### config.mk
export PLATFORM = sky130hd
export DESIGN_NAME = row_mean_horizon_finder_top
export DESIGN_NICKNAME = d
export VERILOG_FILES = /design/src/rtl/core/rmhf_pkg.sv /design/src/rtl/core/rmhf_cfg.sv /design/src/rtl/core/rmhf_ctrl.sv /design/src/rtl/core/rmhf_dp.sv /design/src/rtl/core/row_mean_horizon_finder_top.sv
export SDC_FILE = /design/constraint.sdc
export NUM_CORES = 1
export LEC_CHECK = 0
export BUFFER_PORTS_ARGS = -buffer_cell sky130_fd_sc_hd__buf_2
export CORE_MARGIN = 4
export CORE_UTILIZATION = 45
export CTS_CLUSTER_DIAMETER = 80
export DETAILED_ROUTE_END_ITERATION = 8
export PLACE_DENSITY = 0.73
export SYNTH_ARGS = -nofsm -noshare
export SYNTH_HDL_FRONTEND = slang
export SYNTH_SLANG_ARGS = --single-unit
### constraint.sdc
create_clock -name clk_i -period 4.58 [get_ports clk_i]
set_input_delay 0.687 -clock clk_i [delete_from_list [all_inputs] [get_ports clk_i]]
set_output_delay 0.687 -clock clk_i [all_outputs]
set_load 0.05 [all_outputs]
### src/rtl/core/rmhf_pkg.sv
// Shared types, constants and helpers for the row mean horizon finder.
`default_nettype none

package rmhf_pkg;

  // Frame geometry limits
  localparam int unsigned MaxWidth  = 4096;
  localparam int unsigned MaxHeight = 4096;

  // Field widths
  localparam int unsigned PixW   = 8;
  localparam int unsigned DimW   = 13;
  localparam int unsigned CntW   = 12;
  localparam int unsigned SumW   = 20;
  localparam int unsigned MeanW  = 8;
  localparam int unsigned ThrW   = 8;

  // Divider: one quotient bit per step
  localparam int unsigned DivSteps = SumW;
  localparam int unsigned DivCntW  = $clog2(DivSteps);

  // Packed output word width (row_index, row_mean, horizon_row), padded to bytes
  localparam int unsigned OutBits  = CntW + MeanW + DimW;
  localparam int unsigned OutDataW = ((OutBits + 7) / 8) * 8;

  // APB
  localparam int unsigned ApbAddrW = 4;
  localparam int unsigned ApbDataW = 32;

  localparam logic [DimW-1:0] MaxWidthC  = DimW'(MaxWidth);
  localparam logic [DimW-1:0] MaxHeightC = DimW'(MaxHeight);

  // Register indexes
  typedef enum logic [1:0] {
    REG_WIDTH  = 2'd0,
    REG_HEIGHT = 2'd1,
    REG_THRESH = 2'd2
  } reg_idx_e;

  // Controller states
  typedef enum logic [1:0] {
    ST_ACCUM,
    ST_DIVIDE,
    ST_EMIT
  } ctrl_state_e;

  // Controller -> datapath commands
  typedef struct packed {
    logic accept;     // take the input word
    logic div_start;  // load divider with the finished row sum
    logic div_step;   // one restoring division step
    logic emit;       // load output register, update horizon state
  } ctrl_cmd_t;

  // Datapath -> controller status
  typedef struct packed {
    logic row_end;    // current input word closes a row
    logic div_last;   // divider on its final step
    logic out_free;   // output register can take a word this cycle
  } dp_status_t;

  // Configuration as seen by the datapath
  typedef struct packed {
    logic [DimW-1:0] width;
    logic [DimW-1:0] height;
    logic [ThrW-1:0] thresh;
  } cfg_t;

  // Clamp a dimension register to 1..hi
  function automatic logic [DimW-1:0] clamp_dim(input logic [DimW-1:0] v,
                                                input logic [DimW-1:0] hi);
    logic [DimW-1:0] r;
    if (v == '0) begin
      r = DimW'(1);
    end else if (v > hi) begin
      r = hi;
    end else begin
      r = v;
    end
    return r;
  endfunction

endpackage

`default_nettype wire

### src/rtl/core/rmhf_cfg.sv
// APB configuration registers for the row mean horizon finder.
`default_nettype none

module rmhf_cfg (
  input  wire logic                           clk_i,
  input  wire logic                           rst_ni,
  input  wire logic                           psel,
  input  wire logic                           penable,
  input  wire logic                           pwrite,
  input  wire logic [rmhf_pkg::ApbAddrW-1:0]  paddr,
  input  wire logic [rmhf_pkg::ApbDataW-1:0]  pwdata,
  output logic      [rmhf_pkg::ApbDataW-1:0]  prdata,
  output logic                                pready,
  output rmhf_pkg::cfg_t                      cfg_o
);
  import rmhf_pkg::*;

  logic [DimW-1:0] width_q;
  logic [DimW-1:0] height_q;
  logic [ThrW-1:0] thresh_q;
  logic            wr_en;
  reg_idx_e        idx;

  assign pready = 1'b1;
  assign idx    = reg_idx_e'(paddr[3:2]);
  assign wr_en  = psel && penable && pwrite && pready;

  // Register file
  always_ff @(posedge clk_i or negedge rst_ni) begin
    if (!rst_ni) begin
      width_q  <= DimW'(640);
      height_q <= DimW'(480);
      thresh_q <= ThrW'(10);
    end else if (wr_en) begin
      case (idx)
        REG_WIDTH:  width_q  <= pwdata[DimW-1:0];
        REG_HEIGHT: height_q <= pwdata[DimW-1:0];
        REG_THRESH: thresh_q <= pwdata[ThrW-1:0];
        default: ;
      endcase
    end
  end

  // Read mux
  always_comb begin
    case (idx)
      REG_WIDTH:  prdata = ApbDataW'(width_q);
      REG_HEIGHT: prdata = ApbDataW'(height_q);
      REG_THRESH: prdata = ApbDataW'(thresh_q);
      default:    prdata = '0;
    endcase
  end

  assign cfg_o.width  = width_q;
  assign cfg_o.height = height_q;
  assign cfg_o.thresh = thresh_q;

endmodule

`default_nettype wire

### src/rtl/core/rmhf_ctrl.sv
// Controller state machine: accumulate, divide, emit.
`default_nettype none

module rmhf_ctrl (
  input  wire logic                 clk_i,
  input  wire logic                 rst_ni,
  input  wire logic                 in_valid_i,
  output logic                      in_ready_o,
  input  wire rmhf_pkg::dp_status_t status_i,
  output rmhf_pkg::ctrl_cmd_t       cmd_o
);
  import rmhf_pkg::*;

  ctrl_state_e state_q, state_d;

  // State register
  always_ff @(posedge clk_i or negedge rst_ni) begin
    if (!rst_ni) begin
      state_q <= ST_ACCUM;
    end else begin
      state_q <= state_d;
    end
  end

  // Next state and commands
  always_comb begin
    state_d    = state_q;
    cmd_o      = '0;
    in_ready_o = 1'b0;
    case (state_q)
      ST_ACCUM: begin
        in_ready_o = 1'b1;
        if (in_valid_i) begin
          cmd_o.accept = 1'b1;
          if (status_i.row_end) begin
            cmd_o.div_start = 1'b1;
            state_d         = ST_DIVIDE;
          end
        end
      end
      ST_DIVIDE: begin
        cmd_o.div_step = 1'b1;
        if (status_i.div_last) begin
          state_d = ST_EMIT;
        end
      end
      ST_EMIT: begin
        if (status_i.out_free) begin
          cmd_o.emit = 1'b1;
          state_d    = ST_ACCUM;
        end
      end
      default: begin
        state_d = ST_ACCUM;
      end
    endcase
  end

endmodule

`default_nettype wire

### src/rtl/core/rmhf_dp.sv
// Datapath: row accumulation, serial divider, horizon tracking, output register.
`default_nettype none

module rmhf_dp (
  input  wire logic                              clk_i,
  input  wire logic                              rst_ni,
  input  wire rmhf_pkg::cfg_t                    cfg_i,
  input  wire rmhf_pkg::ctrl_cmd_t               cmd_i,
  output rmhf_pkg::dp_status_t                   status_o,
  input  wire logic [rmhf_pkg::PixW-1:0]         pixel_i,
  input  wire logic                              frame_start_i,
  output logic                                   out_valid_o,
  input  wire logic                              out_ready_i,
  output logic      [rmhf_pkg::OutDataW-1:0]     out_data_o,
  output logic                                   out_horizon_o,
  output logic                                   out_done_o
);
  import rmhf_pkg::*;

  // Frame state
  logic [CntW-1:0]  col_q, col_d;
  logic [CntW-1:0]  row_q, row_d;
  logic [SumW-1:0]  sum_q, sum_d;
  logic [MeanW-1:0] prev_q, prev_d;
  logic             found_q, found_d;
  logic [DimW-1:0]  hidx_q, hidx_d;

  // Divider
  logic [DimW-1:0]    dvsr_q;
  logic [DimW-1:0]    rem_q;
  logic [SumW-1:0]    quo_q;
  logic [DivCntW-1:0] dcnt_q;
  logic [DimW:0]      trial;
  logic               ge;

  // Output register
  logic                valid_q;
  logic [OutDataW-1:0] data_q;
  logic                hz_q;
  logic                done_q;

  logic [DimW-1:0]  width_eff;
  logic [DimW-1:0]  height_eff;
  logic [CntW-1:0]  col_eff;
  logic [SumW-1:0]  sum_base;
  logic [SumW-1:0]  sum_new;
  logic [MeanW-1:0] mean;
  logic             hz;
  logic             done;
  logic [DimW-1:0]  hrow;

  assign width_eff  = clamp_dim(cfg_i.width, MaxWidthC);
  assign height_eff = clamp_dim(cfg_i.height, MaxHeightC);

  // Row end test for the incoming word (frame start counts as column 0)
  assign col_eff  = frame_start_i ? '0 : col_q;
  assign sum_base = frame_start_i ? '0 : sum_q;
  assign sum_new  = sum_base + SumW'(pixel_i);

  assign status_o.row_end  = ({1'b0, col_eff} + DimW'(1)) >= width_eff;
  assign status_o.div_last = dcnt_q == DivCntW'(DivSteps - 1);
  assign status_o.out_free = !valid_q || out_ready_i;

  // Restoring division step
  assign trial = {rem_q, quo_q[SumW-1]};
  assign ge    = trial >= {1'b0, dvsr_q};

  always_ff @(posedge clk_i) begin
    if (cmd_i.div_start) begin
      dvsr_q <= width_eff;
      rem_q  <= '0;
      quo_q  <= sum_new;
      dcnt_q <= '0;
    end else if (cmd_i.div_step) begin
      rem_q  <= ge ? DimW'(trial - {1'b0, dvsr_q}) : trial[DimW-1:0];
      quo_q  <= {quo_q[SumW-2:0], ge};
      dcnt_q <= dcnt_q + DivCntW'(1);
    end
  end

  // Mean saturates at full scale
  assign mean = (|quo_q[SumW-1:MeanW]) ? '1 : quo_q[MeanW-1:0];

  // Horizon decision for the finished row
  assign hz   = !found_q && (row_q >= CntW'(2)) && (mean > prev_q) &&
                (prev_q <= cfg_i.thresh);
  assign done = ({1'b0, row_q} + DimW'(1)) >= height_eff;
  always_comb begin
    hrow = '0;
    if (done) begin
      if (hz) begin
        hrow = {1'b0, row_q};
      end else if (found_q) begin
        hrow = hidx_q;
      end else begin
        hrow = height_eff;
      end
    end
  end

  // Frame state next values
  always_comb begin
    col_d   = col_q;
    row_d   = row_q;
    sum_d   = sum_q;
    prev_d  = prev_q;
    found_d = found_q;
    hidx_d  = hidx_q;
    if (cmd_i.accept) begin
      if (frame_start_i) begin
        row_d   = '0;
        prev_d  = '0;
        found_d = 1'b0;
        hidx_d  = '0;
      end
      if (status_o.row_end) begin
        col_d = '0;
        sum_d = '0;
      end else begin
        col_d = col_eff + CntW'(1);
        sum_d = sum_new;
      end
    end else if (cmd_i.emit) begin
      if (done) begin
        row_d   = '0;
        prev_d  = '0;
        found_d = 1'b0;
        hidx_d  = '0;
      end else begin
        row_d  = row_q + CntW'(1);
        prev_d = mean;
        if (hz) begin
          found_d = 1'b1;
          hidx_d  = {1'b0, row_q};
        end
      end
    end
  end

  always_ff @(posedge clk_i or negedge rst_ni) begin
    if (!rst_ni) begin
      col_q   <= '0;
      row_q   <= '0;
      sum_q   <= '0;
      prev_q  <= '0;
      found_q <= 1'b0;
      hidx_q  <= '0;
    end else begin
      col_q   <= col_d;
      row_q   <= row_d;
      sum_q   <= sum_d;
      prev_q  <= prev_d;
      found_q <= found_d;
      hidx_q  <= hidx_d;
    end
  end

  // Output word register
  always_ff @(posedge clk_i or negedge rst_ni) begin
    if (!rst_ni) begin
      valid_q <= 1'b0;
    end else if (cmd_i.emit) begin
      valid_q <= 1'b1;
    end else if (out_ready_i) begin
      valid_q <= 1'b0;
    end
  end

  always_ff @(posedge clk_i) begin
    if (cmd_i.emit) begin
      data_q <= OutDataW'({hrow, mean, row_q});
      hz_q   <= hz;
      done_q <= done;
    end
  end

  assign out_valid_o   = valid_q;
  assign out_data_o    = data_q;
  assign out_horizon_o = hz_q;
  assign out_done_o    = done_q;

endmodule

`default_nettype wire

### src/rtl/core/row_mean_horizon_finder_top.sv
// Top level of the row mean horizon finder.
`default_nettype none

// Takes 8-bit grey pixels in raster order and emits one word per completed row: the
// row index, the row's truncated mean, a horizon flag and, on the last row of a frame
// (tlast), the horizon row or the image height if none qualified. Pixels are taken while
// tready is high; the pixel that closes a row starts a bit-serial divider, and the quotient
// is then loaded into the output register once that register is free. Input tready is low
// while the divider runs and while a finished word waits for a free output register. Width
// and height registers are clamped to 1..4096.
module row_mean_horizon_finder_top (
  input  wire logic                              clk_i,
  input  wire logic                              rst_ni,
  // pixel stream
  input  wire logic                              s_axis_tvalid,
  output logic                                   s_axis_tready,
  input  wire logic [rmhf_pkg::PixW-1:0]         s_axis_tdata,  // [7:0] pixel
  input  wire logic                              s_axis_tuser,  // [0] frame_start
  // row result stream
  output logic                                   m_axis_tvalid,
  input  wire logic                              m_axis_tready,
  // [11:0] row_index, [19:12] row_mean, [32:20] horizon_row, [39:33] zero
  output logic      [rmhf_pkg::OutDataW-1:0]     m_axis_tdata,
  output logic                                   m_axis_tuser,  // [0] is_horizon
  output logic                                   m_axis_tlast,  // frame_done
  // configuration
  input  wire logic                              psel,
  input  wire logic                              penable,
  input  wire logic                              pwrite,
  input  wire logic [rmhf_pkg::ApbAddrW-1:0]     paddr,
  input  wire logic [rmhf_pkg::ApbDataW-1:0]     pwdata,
  output logic      [rmhf_pkg::ApbDataW-1:0]     prdata,
  output logic                                   pready
);
  import rmhf_pkg::*;

  cfg_t       cfg;
  ctrl_cmd_t  cmd;
  dp_status_t status;

  rmhf_cfg u_cfg (
    .clk_i   (clk_i),
    .rst_ni  (rst_ni),
    .psel    (psel),
    .penable (penable),
    .pwrite  (pwrite),
    .paddr   (paddr),
    .pwdata  (pwdata),
    .prdata  (prdata),
    .pready  (pready),
    .cfg_o   (cfg)
  );

  rmhf_ctrl u_ctrl (
    .clk_i      (clk_i),
    .rst_ni     (rst_ni),
    .in_valid_i (s_axis_tvalid),
    .in_ready_o (s_axis_tready),
    .status_i   (status),
    .cmd_o      (cmd)
  );

  rmhf_dp u_dp (
    .clk_i         (clk_i),
    .rst_ni        (rst_ni),
    .cfg_i         (cfg),
    .cmd_i         (cmd),
    .status_o      (status),
    .pixel_i       (s_axis_tdata),
    .frame_start_i (s_axis_tuser),
    .out_valid_o   (m_axis_tvalid),
    .out_ready_i   (m_axis_tready),
    .out_data_o    (m_axis_tdata),
    .out_horizon_o (m_axis_tuser),
    .out_done_o    (m_axis_tlast)
  );

endmodule

`default_nettype wire

---- After elaboration in Yosys (flattened, before gate mapping) ----
Cells that the tools add are included.
word-level totals
  register bits ........................... 189
  bits of input ports ..................... 52
operators by class
  add/subtract/negate cells ............... 7
  magnitude comparators ................... 8
  equal/unequal tests ..................... 10
  muxes and demuxes ....................... 47
  bitwise logic cells ..................... 1
  reduce and logical (&&, ||, !) cells .... 24
operators by type and width
  operator                                                             count
  2-to-1 mux 13 bit                                                    11
  2-to-1 mux 12 bit                                                    7
  2-to-1 mux 20 bit                                                    4
  2-to-1 mux 8 bit                                                     5
  case mux 13 bit (3 select lines)                                     1
  adder 12 x 1 -> 13 bit (second input constant)                       2
  greater-or-equal comparator 13 bit                                   2
  greater-than comparator 13 bit (second input constant)               2
  logical NOT 13 bit                                                   2
  adder 12 x 1 -> 12 bit (second input constant)                       2
  adder 20 x 8 -> 20 bit                                               1
  greater-or-equal comparator 14 x 13 -> 1 bit                         1
  subtractor 13 bit                                                    1
  greater-or-equal comparator 12 x 2 -> 1 bit (second input constant)  1
  2-to-1 mux 1 bit                                                     12
  2-to-1 mux 2 bit                                                     6
  OR reduction 12 bit                                                  1
  != test 2 bit (second input constant)                                5
  greater-than comparator 8 bit                                        1
  less-or-equal comparator 8 bit                                       1
  AND reduction 2 bit                                                  4
  case mux 2 bit (3 select lines)                                      1
  nonzero test 2 bit                                                   3
  adder 5 x 1 -> 5 bit (second input constant)                         1
  other kinds (12)                                                     20

---- Longest topological paths before layout ----
  word-level depth ........................ 9
  gate-level depth with buffers ........... 15

---- By module ----
From an unflattened synthesis, not the netlist that was laid out.
unflattened totals
  cell total of the unflattened synthesis .. 1076
  area total of the unflattened synthesis .. 11010.6 um2
by module, submodules not included
  module     instances  cells an instance  area an instance (um2)  seq. area each (um2)
  rmhf_dp    1          928                9147.5                  4053.9
  rmhf_cfg   1          136                1747.9                  860.8
  rmhf_ctrl  1          12                 115.1                   50.0

---- Worst setup path after synthesis ----
OpenSTA, ideal clock, no wires.
  path type ............................... input to register
  start ................................... in s_axis_tuser
  end ..................................... reg u_dp.quo_q[0], enable pin
  library setup time ...................... 0.394 ns
  arrival time ............................ 3.593 ns
  data required time ...................... 4.186 ns
  slack ................................... 0.593 ns
  stages .................................. 14
  cells stage by stage .................... buf_2 > clkbuf_1 > nor2b_1 > ha_1 > and3_1 > and3_1 > xor2_1 > ha_1 > a21o_1 > a211oi_2 > o211a_1 > a211o_1 > buf_2 > nand2_1
on the way
  word-level cells in the longest chain between the ends .. 7
ends and longest elaborated chain
  item                                 RTL line                           text
  start, declared                      row_mean_horizon_finder_top.sv:18  input wire logic s_axis_tuser,
  2-to-1 mux 12 bit                    rmhf_dp.sv:56                      assign col_eff = frame_start_i ? '0 : col_q;
  adder 12 x 1 -> 13 bit               rmhf_dp.sv:60                      assign status_o.row_end = ({1'b0, col_eff} + DimW'(1)) >= width_eff;
  greater-or-equal comparator 13 bit   rmhf_dp.sv:60
  2-to-1 mux 1 bit                     rmhf_ctrl.sv:35                    if (status_i.row_end) begin
  2-to-1 mux 2 bit                     rmhf_ctrl.sv:33                    if (in_valid_i) begin
  2-to-1 mux 2 bit                     rmhf_ctrl.sv:30                    case (state_q)
  nonzero test 2 bit (no source line)  n/a
  end signal, assigned                 rmhf_dp.sv:72                      quo_q <= sum_new;
  end signal, assigned                 rmhf_dp.sv:76                      quo_q <= {quo_q[SumW-2:0], ge};
  end, declared                        rmhf_dp.sv:31                      logic [SumW-1:0] quo_q;
No other way between the ends.
A chain may end at the register's enable or synchronous reset.

---- Final worst setup path ----
  start ................................... reg u_dp.row_q[0]
  end ..................................... reg u_dp.hidx_q[9]
on the way
  word-level cells in the longest chain between the ends .. 6
  elaborated cells between the ends (all ways) .. 11
  classes of those cells .................. add/sub: 1; order compare: 2; mux: 3; reduce/logical: 5
ends and longest elaborated chain
  item                                                                            RTL line        text
  start, declared                                                                 rmhf_dp.sv:22   logic [CntW-1:0] row_q, row_d;
  start signal, assigned                                                          rmhf_dp.sv:150  row_q <= row_d;
  parallel branches: the longest is 6 deep, another holds adder 12 x 1 -> 13 bit  n/a
  end signal, assigned                                                            rmhf_dp.sv:154  hidx_q <= hidx_d;
  end, declared                                                                   rmhf_dp.sv:26   logic [DimW-1:0] hidx_q, hidx_d;
Parallel ways; which one is timed is not known. The select of a mux whose other input is x is not followed.

==> results.txt <==
- The tree is rooted in a sky130_fd_sc_hd__clkbuf_16.
* Post-synth EDFFs: 68
* Combined global-route utilization of all metal layers: 0.199
- Routability-driven placement finished with a final weighted congestion of 0.885.
* Internal power summed over all cells: around 3800 µW
- The floorplan has 57 rows.
* Global-route congestion overflow total: 0
- Area used by sequential logic in the layout: a little under 0.005 mm²
* Top library cells by usage in the layout, fill and taps aside: sky130_fd_sc_hd__nand2_1 (116), sky130_fd_sc_hd__dfrtp_1 (94), sky130_fd_sc_hd__buf_2 (79)
- Summing internal, switching and leakage power gives 6260 µW.
* CTS Hold Buffers Added: 0
- Final core utilization: 0.506
- The analysis attributes to net switching a power of ~2500 µW.
- In the routed layout, each cell is associated on average with a via count of 5.70.
- The multi-input combinational cells in the finished layout cover a total of 0.00548 mm².
- Wire per inst: 17.8 µm
* Endpoint arrival time on the critical path: ~4.5 ns
* Result of the run: finished clean
* Worst hold-check path type: in2async
- Final std cells w/o fill: 1514
* Proportion of power drawn by the clock network: 0.243
- Leading post-synthesis cells by cell area: sky130_fd_sc_hd__dfrtp_1 (21%), sky130_fd_sc_hd__edfxtp_1 (18%), sky130_fd_sc_hd__ha_1 (7.6%), sky130_fd_sc_hd__nand2_1 (3.9%), sky130_fd_sc_hd__mux2_2 (3.4%)
- Setup Skew: 0.0207 ns
- Met1 Usage GRT: 0.291
- Entering global routing, the biggest net connects 47 pins.
- Most frequent standard cell in the layout excluding fill and tap cells: sky130_fd_sc_hd__nand2_1
- Area of the mapped netlist: ~0.011 mm²
- Crit-path max FO: 24
- Clock latency on the worst-skew pair: about 0.45 ns
* Final period utilization: 0.901
* Count of endpoints failing hold in the final timing report: 0
* GR Util met3: 0.0304
- In the final layout, the share of cells above drive strength 1 is 0.172.
* Number of instances in the synthesized netlist: 1117
- TritonCTS clock tree: built
- The average instance in the mapped netlist occupies 9.88 µm².
- Die area: 0.0271 mm²
* Reg clk slew, reported paths: 0.08 ns
- At the pin with the least slew margin, the transition time is 1.17 ns.
* Met2 Use GR: 0.307
* Finish-stage setup viols: 0
- The worst setup path is launched from a flip-flop.
* First-pass GRT wire length: 42900 µm
- sky130_fd_sc_hd__dfrtp_1 takes more of the synthesized area than any other cell.
- For this run, the register share of the synthesized area comes to 0.450.
- Buffers added to address setup during post-CTS repair amount to 0.
- The synthesized netlist contains 79 unique library cells.
- Clk sink count: about 190
- ANT nets after route: 0
* Leak: about 0.0054 µW
* Starting Density: 0.455
- Detailed router's first-iteration violation count: 717
- The count of buffers added on input and output ports is 80.
- Core Box Area: 0.0242 mm²
- Area fraction of the dominant cell type after synthesis: 0.213
* Synthesized flop and latch total: 188
- Count of final max-slew check failures: 0
- Headroom to the max-slew limit: 0.221
- Data on the critical path is required at its endpoint by around 5.0 ns.
* Chip Width: 165 µm
- Post-Place Cells: 1482
- Total Routed Length: 27000 µm
- HPWL after DPL: 19600 µm
- The clock passes through at most 2 buffers.
- The share of total power dissipated in sequential elements is 0.390.
- CTS built an H-tree with a depth of 4.
* Layer carrying the most global-route usage: met2
- Number of warnings printed during yosys synthesis: 0
- The initial antenna violation count is 0.
- Syn-to-layout area delta: 11.1%
- The finished cells cover approximately 0.012 mm².
- Primary FF master, synth: sky130_fd_sc_hd__dfrtp_1
* Number of filler instances in the final layout: ~2300
* DR DRC count: 0
- Measured along the y axis, the die boundary spans ~160 µm.
- Power Dens Cells: 510 mW/mm²
- The number of clock buffers added by TritonCTS is 17.
* Number of placed I/O pins: 129
- # diodes: 0
- Counting flops with an async set or reset pin after synthesis yields a share of 0.543.
- Setup repair after global routing missed its margin: false
* Time the final worst path needs with I/O delays and setup: 4.12 ns
- Setup TNS: 0 ns
- STA classifies the critical path endpoint as a flip-flop.
* Post-cts resize count: 0
* Setup Crit Path Kind: reg2reg
- Via count: 8623
- Before antenna repair, the detailed router went through 5 iterations.
* Maximum vdd ir drop: 0.000293 V
* Switching Fraction: 0.398
* Instance area after placement: 0.0116 mm²
- The net count of the finished layout is between 1000 and 1500.
- Max-cap violations in this run came to 0.
- F_max: 0.242 GHz
- Combinational share of power: 0.367
* Via count of the first global-routing pass: 8144
[routing by layer]
metal / wire length, µm / share of wire
met5: 0 / 0
met4: 545 / 0.020
met3: 1780 / 0.066
met2: 12300 / 0.46
met1: 12300 / 0.46
[critical path, cell delays in order, from the launching register on]
cell and delay, ns:
sky130_fd_sc_hd__dfrtp_1 0.39, sky130_fd_sc_hd__ha_1 0.24, sky130_fd_sc_hd__and3_1 0.22, sky130_fd_sc_hd__and3_1 0.23, sky130_fd_sc_hd__and3_2 0.27, sky130_fd_sc_hd__and3_1 0.21
sky130_fd_sc_hd__xor2_1 0.16, sky130_fd_sc_hd__ha_1 0.32, sky130_fd_sc_hd__a21oi_1 0.14, sky130_fd_sc_hd__o21ai_0 0.16, sky130_fd_sc_hd__nor4_2 0.29, sky130_fd_sc_hd__a21oi_2 0.24
sky130_fd_sc_hd__nor2_2 0.88, sky130_fd_sc_hd__a32o_1 0.28
[cell type report]
type	instances	area share
multi-input combinational	806	0.447
sequential	188	0.405
timing repair buffer	102	0.0463
clock buffer	17	0.0347
tap	324	0.0331
inverter	62	0.0190
clock inverter	15	0.0152
[state kept, by name, indices dropped and copies added, names as in the netlist]
name / cells
u_dp.row_q: 12
u_ctrl.state_q: 2
u_dp.dvsr_q: 13
u_dp.out_valid_o: 1
u_dp.prev_q: 8
u_cfg.height_q: 13
u_dp.rem_q: 13
u_dp.sum_q: 20
u_cfg.width_q: 13
u_cfg.thresh_q: 8
u_dp.dcnt_q: 5
u_dp.found_q: 1
u_dp.out_horizon_o: 1
u_dp.col_q: 12
u_dp.out_data_o: 33
u_dp.hidx_q: 12
u_dp.quo_q: 20
u_dp.out_done_o: 1
[power groups by stage]
stage,sequential (µW),clock [µW],combinational [µW]
after global placement,2450,0,2200
after CTS,2430,1550,2280
after floorplan,2390,0,1760
after global routing,2480,1610,2560
after detailed placement,2470,0,2260
final,2440,1520,2300
[kinds of logic after synthesis]
kind of cell,share of synthesized area
XOR/XNOR,0.0357
adder cells (fa/ha/maj),0.0796
other,0.000680
AO/OA/AOI/OAI,0.156
flip-flops,0.450
AND/OR/NAND/NOR,0.164
buffers and inverters,0.0631
multiplexers,0.0518
[stage by stage]
step	worst slack [ns]	hold slack (ns)
6_report	0.455	0.232
4_1_cts	0.488	0.246
3_5_place_dp	0.393	0.460
3_3_place_gp	0.438	0.458
5_1_grt	0.117	0.266
2_1_floorplan	0.593	0.391
[synth_stat cells (9+ instances only)]
| master | n |
|---|---|
| sky130_fd_sc_hd__edfxtp_1 | 68 |
| sky130_fd_sc_hd__o21ai_0 | 61 |
| sky130_fd_sc_hd__a221oi_1 | 12 |
| sky130_fd_sc_hd__clkbuf_1 | 32 |
| sky130_fd_sc_hd__dfrtp_1 | 94 |
| sky130_fd_sc_hd__a21oi_1 | 36 |
| sky130_fd_sc_hd__nor2b_1 | 22 |
| sky130_fd_sc_hd__xor2_1 | 21 |
| sky130_fd_sc_hd__or2_2 | 11 |
| sky130_fd_sc_hd__buf_2 | 17 |
| sky130_fd_sc_hd__nor4_1 | 12 |
| sky130_fd_sc_hd__a32o_1 | 12 |
| sky130_fd_sc_hd__nand2_1 | 116 |
| sky130_fd_sc_hd__inv_1 | 61 |
| sky130_fd_sc_hd__ha_1 | 67 |
| sky130_fd_sc_hd__mux2i_1 | 20 |
| sky130_fd_sc_hd__buf_4 | 29 |
| sky130_fd_sc_hd__a21o_1 | 11 |
| sky130_fd_sc_hd__o21a_1 | 14 |
| sky130_fd_sc_hd__nand4_1 | 15 |
| sky130_fd_sc_hd__xnor2_1 | 24 |
| sky130_fd_sc_hd__nor3_1 | 44 |
| sky130_fd_sc_hd__nand3_1 | 31 |
| sky130_fd_sc_hd__mux2_2 | 33 |
| sky130_fd_sc_hd__o31ai_1 | 9 |
| sky130_fd_sc_hd__a31oi_1 | 9 |
| sky130_fd_sc_hd__nor2_1 | 61 |
| sky130_fd_sc_hd__and3_1 | 15 |
| sky130_fd_sc_hd__a22o_1 | 21 |
| sky130_fd_sc_hd__dfxtp_1 | 18 |
[final timing paths]
check | slack (ns) | from | depth (start not counted) | end
max | 0.46 | u_dp.row_q[0]$_DFFE_PN0P_ | 13 | u_dp.hidx_q[9]$_DFFE_PN0P_
min | 0.23 | rst_ni | 1 | u_dp.sum_q[7]$_DFFE_PN0P_
max reg2reg | 0.46 | u_dp.row_q[0]$_DFFE_PN0P_ | 13 | u_dp.hidx_q[9]$_DFFE_PN0P_
min reg2reg | 0.47 | u_dp.sum_q[2]$_DFFE_PN0P_ | 2 | u_dp.sum_q[2]$_DFFE_PN0P_
max in group asynchronous | 3.47 | rst_ni | 2 | u_cfg.width_q[7]$_DFFE_PN1P_
min in group clk_i | 0.47 | u_dp.sum_q[2]$_DFFE_PN0P_ | 2 | u_dp.sum_q[2]$_DFFE_PN0P_
Power figures use the tool's default switching activity.
